### src/badge_credential_table_unit_defines.svh
// badge_credential_table_unit_defines.svh: assertion macros for the badge credential table
// no dependencies; included by the files that carry concurrent assertions
`ifndef BADGE_CREDENTIAL_TABLE_UNIT_DEFINES_SVH
`define BADGE_CREDENTIAL_TABLE_UNIT_DEFINES_SVH

`ifndef SYNTH

// same-cycle implication
`define BCT_ASSERT_NOW(label, clk, rst, ante, cons) \
   label: assert property (@(posedge clk) disable iff (rst) (ante) |-> (cons)) \
      else $error("bct assertion failed");

// next-cycle implication
`define BCT_ASSERT_NEXT(label, clk, rst, ante, cons) \
   label: assert property (@(posedge clk) disable iff (rst) (ante) |=> (cons)) \
      else $error("bct assertion failed");

`else

`define BCT_ASSERT_NOW(label, clk, rst, ante, cons)
`define BCT_ASSERT_NEXT(label, clk, rst, ante, cons)

`endif

`endif

### src/bct_pkg.sv
// bct_pkg: types, codes and helpers of the badge credential table
// no dependencies; used by bct_cell and badge_credential_table_unit
`timescale 1ns / 1ps

package bct_pkg;

   localparam int TABLE_DEPTH = 16;
   localparam int CNT_W = $clog2(TABLE_DEPTH + 1);
   localparam int SLOT_W = 4;
   localparam int KEY_W = (CNT_W > SLOT_W) ? CNT_W : SLOT_W;
   localparam int UID_BYTES = 7;

   localparam logic [2:0] OP_INSERT = 3'd0;
   localparam logic [2:0] OP_LOOKUP = 3'd1;
   localparam logic [2:0] OP_SETACT = 3'd2;
   localparam logic [2:0] OP_ACCESS = 3'd3;
   localparam logic [2:0] OP_DELETE = 3'd4;

   localparam logic [1:0] PROF_ADMIN = 2'd0;
   localparam logic [1:0] PROF_OWNER = 2'd1;
   localparam logic [1:0] PROF_TEMP  = 2'd2;

   localparam logic [1:0] STAT_OK   = 2'd0;
   localparam logic [1:0] STAT_FULL = 2'd1;
   localparam logic [1:0] STAT_MISS = 2'd2;

   typedef struct packed {
      logic [2:0]  opcode;
      logic [3:0]  slot;
      logic [55:0] uid;
      logic [2:0]  uid_len;
      logic [1:0]  profile;
      logic        active_flag;
      logic [15:0] access_count;
   } req_type;

   typedef struct packed {
      logic [1:0]  status;
      logic [3:0]  found_slot;
      logic [1:0]  entry_profile_out;
      logic        entry_active_out;
      logic [15:0] remaining_out;
      logic        entry_deleted;
      logic [4:0]  used_entries;
   } rsp_type;

   typedef struct packed {
      logic [55:0] uid;
      logic [2:0]  len;
      logic [1:0]  profile;
      logic        active;
      logic [15:0] remaining;
   } entry_type;

   // transaction travelling down the cell chain with its running result
   typedef struct packed {
      logic             valid;
      req_type          req;
      logic             hit;
      logic [CNT_W-1:0] hit_idx;
      entry_type        ent;
      logic             del;
   } probe_type;

   typedef struct packed {
      logic [CNT_W-1:0] count;
      logic             shift_en;
      logic [CNT_W-1:0] shift_idx;
   } cell_ctl_type;

   // keeps the first len bytes of a uid
   function automatic logic [55:0] uid_mask(input logic [2:0] len);
      logic [55:0] mask;
      mask = '0;
      for (int b = 0; b < UID_BYTES; b++) begin
         if (3'(b) < len) begin
            mask[8*b +: 8] = 8'hFF;
         end
      end
      return mask;
   endfunction

endpackage

### src/bct_cell.sv
// bct_cell: one table entry with its slice of the search and update logic
// depends on bct_pkg; instantiated in a chain by badge_credential_table_unit
`timescale 1ns / 1ps

module bct_cell
   import bct_pkg::*;
(
   input  logic             clock,
   input  logic             reset,
   input  logic [CNT_W-1:0] cell_index,
   input  cell_ctl_type     ctl,
   input  probe_type        probe_i,
   input  entry_type        next_entry,
   output probe_type        probe_o,
   output entry_type        entry_o
);

   entry_type entry_ff, entry_in;
   probe_type probe_ff, probe_in;
   logic      occupied;
   logic      slot_match;
   logic      uid_match;
   logic [15:0] rem_dec;

   assign occupied   = cell_index < ctl.count;
   assign slot_match = occupied && (KEY_W'(cell_index) == KEY_W'(probe_i.req.slot));
   assign uid_match  = (entry_ff.len == probe_i.req.uid_len) &&
                       (entry_ff.uid == probe_i.req.uid);
   assign rem_dec    = (entry_ff.remaining != 16'd0) ? entry_ff.remaining - 16'd1
                                                     : entry_ff.remaining;

   always_comb begin
      entry_in = entry_ff;
      probe_in = probe_i;
      priority if (ctl.shift_en && (cell_index >= ctl.shift_idx)) begin
         // compaction: take the neighbor's entry
         entry_in = next_entry;
      end else if (probe_i.valid) begin
         unique case (probe_i.req.opcode)
            OP_INSERT: begin
               if (cell_index == ctl.count) begin
                  entry_in.uid       = probe_i.req.uid;
                  entry_in.len       = probe_i.req.uid_len;
                  entry_in.profile   = probe_i.req.profile;
                  entry_in.active    = probe_i.req.active_flag;
                  entry_in.remaining = probe_i.req.access_count;
                  probe_in.hit       = 1'b1;
                  probe_in.hit_idx   = cell_index;
                  probe_in.ent       = entry_in;
               end
            end
            OP_LOOKUP: begin
               // first match wins, later cells leave it alone
               if (!probe_i.hit && occupied && uid_match) begin
                  probe_in.hit     = 1'b1;
                  probe_in.hit_idx = cell_index;
                  probe_in.ent     = entry_ff;
               end
            end
            OP_SETACT: begin
               if (slot_match) begin
                  entry_in.active  = probe_i.req.active_flag;
                  probe_in.hit     = 1'b1;
                  probe_in.hit_idx = cell_index;
                  probe_in.ent     = entry_in;
               end
            end
            OP_ACCESS: begin
               if (slot_match) begin
                  if (entry_ff.active && (entry_ff.profile == PROF_OWNER ||
                                          entry_ff.profile == PROF_TEMP)) begin
                     entry_in.remaining = rem_dec;
                     if (rem_dec == 16'd0) begin
                        if (entry_ff.profile == PROF_OWNER) begin
                           entry_in.active = 1'b0;
                        end else begin
                           probe_in.del = 1'b1;
                        end
                     end
                  end
                  probe_in.hit     = 1'b1;
                  probe_in.hit_idx = cell_index;
                  probe_in.ent     = entry_in;
               end
            end
            OP_DELETE: begin
               if (slot_match) begin
                  probe_in.hit     = 1'b1;
                  probe_in.hit_idx = cell_index;
                  probe_in.ent     = entry_ff;
                  probe_in.del     = 1'b1;
               end
            end
            default: begin
            end
         endcase
      end
   end

   always_ff @(posedge clock) begin
      if (reset) begin
         probe_ff <= '0;
         entry_ff <= '0;
      end else begin
         probe_ff <= probe_in;
         entry_ff <= entry_in;
      end
   end

   assign probe_o = probe_ff;
   assign entry_o = entry_ff;

endmodule

### config.mk
export PLATFORM = sky130hd
export DESIGN_NAME = bct_cell
export DESIGN_NICKNAME = d
export VERILOG_FILES = /design/src/badge_credential_table_unit_defines.svh /design/src/bct_pkg.sv /design/src/bct_cell.sv
export SDC_FILE = /design/constraint.sdc
export NUM_CORES = 1
export LEC_CHECK = 0
export ABC_AREA = 1
export BUFFER_PORTS_ARGS = -buffer_cell sky130_fd_sc_hd__clkbuf_2
export CAP_MARGIN = 20
export CORE_AREA = 2 2 201 203
export DETAILED_ROUTE_END_ITERATION = 12
export DIE_AREA = 0 0 203 205
export GPL_TIMING_DRIVEN = 0
export PLACE_DENSITY = 0.74
export SLEW_MARGIN = 20
export SYNTH_ARGS = -nofsm -noshare
export SYNTH_HDL_FRONTEND = slang
export SYNTH_SLANG_ARGS = --single-unit
### constraint.sdc
create_clock -name clock -period 3.3 [get_ports clock]
set_input_delay 0.165 -clock clock [delete_from_list [all_inputs] [get_ports clock]]
set_output_delay 0.165 -clock clock [all_outputs]
set_load 0.02 [all_outputs]
== Word level (Yosys, flattened, before mapping) ==
Cells that the tools add are included.
Word-level totals
  flip-flop bits (word level): 249
  latch bits: 0
  bits in writable memories: 0
  memory bits (read-only): 0
  input bits: 267
  output and inout bits: 249
  word-level logic and storage cells: 80
  memories kept: 0
Operators by class
  add/subtract/negate cells: 1
  $mul: 0
  divide/modulo/power cells: 0
  order comparisons: 2
  eq/ne operators: 13
  shift-type cells: 0
  mux-type cells: 24
  bitwise gates (word level): 0
  reductions and logical operators: 19
Operators by type and width (number)
  84-bit one-hot mux with 5 select lines: 1
  85-bit two-way mux: 4
  84-bit two-way mux: 3
  78-bit two-way mux: 3
  61-bit two-way mux: 1
  56-bit equality test: 1
  17-bit two-way mux: 2
  16-bit one-hot mux with 2 select lines: 1
  16-bit zero test: 1
  16-bit two-way mux: 1
  16-bit nonzero test: 1
  16-bit by 1-bit subtractor with 16-bit output (second input constant): 1
  3-bit inequality test (second input constant): 3
  3-bit by 2-bit equality test with 1-bit output (second input constant): 2
  1-bit logical AND: 6
  1-bit two-way mux: 6
  2-bit nonzero test: 3
  5-bit by 4-bit equality test with 1-bit output: 1
  5-bit equality test: 1
  5-bit >= comparator: 1
  5-bit < comparator: 1
  5-bit AND reduction: 1
  4-bit AND reduction: 1
  4-bit nonzero test: 1
  other kinds (12): 12

== Depth between registers and ports, before layout ==
  depth in word-level cells: 9
  mapped depth: 17
  depth with buffers taken out: 17

== Least setup slack after synthesis ==
Ideal clock, no wire load.
  kind: reg2reg
  from: reg entry_ff (netlist bit entry_o[18])
  to: reg probe_ff (netlist bit probe_o[8])
  setup time: 0.109 ns
  data arrival time: 1.917 ns
  required time: 3.191 ns
  setup slack: 1.274 ns
  stages on the path, launching flop included: 11
  clock period less this slack: 2.026 ns
  cell sequence: dfxtp_1 > inv_1 > ha_1 > nor2_1 > buf_2 > clkbuf_1 > a21oi_1 > a211oi_1 > nand3b_1 > nand2_1 > inv_1
Between the ends
  word-level cells in the longest chain between the ends: 8
  elaborated cells between the ends (all ways): 9
  those cells by class: eq/ne: 2; mux: 5; reduce/logical: 2
RTL lines
  start, declared: line bct_cell.sv:18  | entry_type entry_ff, entry_in;
  start signal, assigned: line bct_cell.sv:106  | entry_ff <= entry_in;
  2-bit by 1-bit equality test with 1-bit output / 2-bit equality test (equally long branches): line bct_cell.sv:70, bct_cell.sv:71
  1-bit logical OR (*): line bct_cell.sv:70  | if (entry_ff.active && (entry_ff.profile == PROF_OWNER ||
  1-bit logical AND (*): line bct_cell.sv:70
  17-bit two-way mux (*): line bct_cell.sv:70
  85-bit two-way mux (*): line bct_cell.sv:69  | if (slot_match) begin
  84-bit one-hot mux with 5 select lines (*): line bct_cell.sv:39  | unique case (probe_i.req.opcode)
  85-bit two-way mux (*): line bct_cell.sv:38  | end else if (probe_i.valid) begin
  85-bit two-way mux (*): line bct_cell.sv:35  | priority if (ctl.shift_en && (cell_index >= ctl.shift_idx)) begin
  end signal, assigned: line bct_cell.sv:105  | probe_ff <= probe_in;
  end, declared: line bct_cell.sv:19  | probe_type probe_ff, probe_in;
Mark *: on every way between the ends. The rest lies on a longest branch, timed or not.
A chain may end at the register's enable or synchronous reset.

== Worst setup path in the final report ==
  from: reg entry_ff (netlist bit entry_o[77])
  to: reg probe_ff (netlist bit probe_o[79])
Between the ends
  word-level cells in the longest chain between the ends: 7
RTL lines
  56-bit equality test: line bct_cell.sv:28  | (entry_ff.uid == probe_i.req.uid);
  1-bit logical AND: line bct_cell.sv:27  | assign uid_match = (entry_ff.len == probe_i.req.uid_len) &&
  1-bit logical AND: line bct_cell.sv:54  | if (!probe_i.hit && occupied && uid_match) begin
  84-bit two-way mux: line bct_cell.sv:54
  84-bit one-hot mux with 5 select lines: line bct_cell.sv:39
  85-bit two-way mux: line bct_cell.sv:38
  85-bit two-way mux: line bct_cell.sv:35
Every way passes these cells.

==> results_dict.tcl <==
set metrics [dict create \
    dr.pass1.iters 7 \
    period_needed_ns 3.21 \
    leakage_nw 11.5 \
    layout-drive-gt1-share_pct 22.7 \
    fp.dieArea_um2 41600 \
    wl_um 84500 \
    io_buffer_count 514 \
    status "completed" \
    grt_pass1_vias 20000 \
    die_y_um 205 \
    gr-total-overflow 0 \
    synthCells 2476 \
    yosysUniqueCellTypes 38 \
    clk_path_buf_depth 3 \
    clkSinkCount 249 \
    setup_tns_ns 0 \
    antenna_found_initial 2 \
    power_density_nw_per_um2 438 \
    dp_slack_ns 0.182 \
    slew_headroom_pct 24.1 \
    grt_use_total_pct 39.0 \
    worst_slack_ns 0.0895 \
    cp_max_fo 10 \
    root_buffer "clkbuf_16" \
    route.detailed.drc 0 \
    worstMarginPinSlew_ns 1.14 \
    wl_per_cell_um 22.1 \
    arrival_ns 3.69 \
    vias 21400 \
    syn-cell-area_um2 15900 \
    io_pins 516 \
    htree_levels 1 \
    clk_latency_ns 0.59 \
    gp_congestion 0.980 \
    worst-setup-path-type "flop to flop" \
    ant_nets 0 \
    ys_seq_elements 249 \
    drt_iter0_drc 2711 \
    final_area_um2 22700 \
    rsz0062_at_grt "false" \
    syn-num-nets 2755 \
    cts_tree "built" \
    clkTransAtPathRegs_ns 0.06 \
    syn_area_per_cell_um2 6.44 \
    fp.dieW_um 203 \
    area_growth_pct 42.7 \
    core_area_um2 39400 \
    num-nets-final 3546 \
    finalClockSkew_ns 0.0165 \
    hold_path_class "input port to flop" \
    start_util_pct 40.5 \
    rows 73 \
    critPathCaptureType "flop" \
    report.final.slew_viol_count 0 \
    detailed_place_hpwl_um 61700 \
    grt_pass1_wl_um 124000 \
    max-vdd-ir-drop_mv 0.456 \
    via_per_inst 5.61 \
    grt_max_degree 15 \
    cts_made_buffers 29 \
    worstSetupStartpointType "flop" \
    postPlaceCellArea_um2 19200 \
    critPathRequiredTime_ns 3.78 \
    period_share_pct 97.3 \
    fmax_ghz 0.311 \
    finalHoldViolations 0 \
    yosysSeqAreaShare_pct 31.3 \
    yosys_warnings 0 \
    maxCapViolations 0 \
    setup_violations 0 \
]
==> power by group <==
part	internal, W	total [W]	switching [W]
logic	0.000961	0.00275	0.00179
clock network	0.00230	0.00376	0.00145
registers	0.00323	0.00346	0.000228
==> logic make-up after synthesis <==
kind of cell | count (synthesis) | share of synthesized area (%)
compound gates | 614 | 25.4
flops | 249 | 31.3
simple gates | 1067 | 27.8
buf+inv | 510 | 13.3
fa+ha+maj | 12 | 0.942
xor+xnor | 24 | 1.32
==> flip-flops by register name (all words and copies together), names as in the netlist <==
signal and flops:
probe_o 171, entry_o 78
==> stage by stage <==
stage	hold slack, ns	instances	total power, W	utilization [%]
global placement	0.397	3515	0.00591	48.7
floorplan	0.272	2476	0.00490	-
finish	0.0138	3819	0.00996	57.8
detailed placement	0.393	3515	0.00591	48.7
CTS	0.0000808	3815	0.00987	57.7
global route	0.0388	3817	0.0103	57.8
==> routing by layer <==
metal	global-route usage (%)	wire length, µm
met2	61.9	37500
met5	0	0
met3	7.48	9540
met4	19.2	4460
met1	50.6	33000
==> worst max-delay path, stage by stage, from the launching register on <==
cell and delay [ns]:
dfxtp_1 0.55, inv_2 0.04, nand2_1 0.22, o21ai_1 0.11, nor2_1 0.29, nand2_1 0.09
nor2_1 0.28, nand2_1 0.11, nor2_2 0.09, nand3_2 0.09, buf_6 0.19, buf_8 0.17
o211ai_2 0.13, nand3_1 0.09, nand2_1 0.06, dlygate4sd3_1 0.54, inv_1 0.03
==> worst paths after layout <==
path	depth (start not counted)	slack (ns)	to	from
max	16	0.09	probe_o[79]	entry_o[77]
min	5	0.01	probe_o[67]	probe_i[67]
max reg2reg	16	0.09	probe_o[79]	entry_o[77]
min reg2reg	2	0.56	entry_o[16]	entry_o[16]
==> what timing repair did <==
action / 4_1_cts / 5_1_grt
endpoints found under the setup margin: 0 / 9
gates resized for setup: 0 / 1
buffers inserted: 0 / 0
hold endpoints to repair: 235 / 0
hold buffers: 246 / 0
==> cells in the final DEF (no fill, tap or decap), drive strengths merged, types with 111 or more instances in the layout <==
master / netlist / layout
inv: 346 / 350
clkbuf: 98 / 649
nand3: 111 / 111
dlygate4sd3: 0 / 246
dfxtp: 249 / 249
a21oi: 194 / 194
nand2: 537 / 537
o211ai: 156 / 156
o21ai: 168 / 168
nor2: 326 / 326
==> Yosys cell counts <==
cell / number / area (µm²)
buf_8: 1 / 15.0
a211oi_1: 10 / 75.1
dfxtp_1: 249 / 4980
o22ai_1: 6 / 37.5
nand3_1: 110 / 551
nor2_2: 7 / 43.8
nand3_2: 1 / 10.0
nand3b_1: 15 / 113
or2_2: 7 / 43.8
xor2_1: 8 / 70.1
a31oi_1: 30 / 188
nor3b_2: 1 / 12.5
buf_6: 19 / 214
nand2_1: 522 / 1960
nor3_2: 1 / 10.0
o21ai_0: 154 / 771
inv_1: 324 / 1220
a221oi_1: 45 / 394
nor3_1: 51 / 255
a21boi_0: 1 / 7.51
o211ai_2: 64 / 801
a21oi_1: 193 / 966
buf_1: 9 / 33.8
nor2_4: 4 / 45.0
a22oi_1: 2 / 15.0
nor2_1: 315 / 1180
nand2_2: 14 / 87.6
a21oi_2: 1 / 8.76
inv_2: 22 / 82.6
o211ai_1: 92 / 691
nand2_4: 1 / 11.3
buf_2: 37 / 185
xnor2_1: 16 / 140
o21ai_1: 14 / 70.1
ha_1: 12 / 150
nand4_1: 18 / 113
clkbuf_1: 98 / 368
a22o_1: 2 / 17.5
==> cell type report <==
cell class                      count  area [µm²]
Clock inverter                     17         284
Timing Repair Buffer              760        5030
Clock buffer                       37         816
Tap cell                          525         657
Fill cell                        3705       16600
Antenna cell                        4        10.0
Sequential cell                   249        4980
Multi-Input combinational cell   1717        8840
Inverter                          346        1300
Buffer                            164         816
No activity file was read; power rests on OpenSTA's default activity.
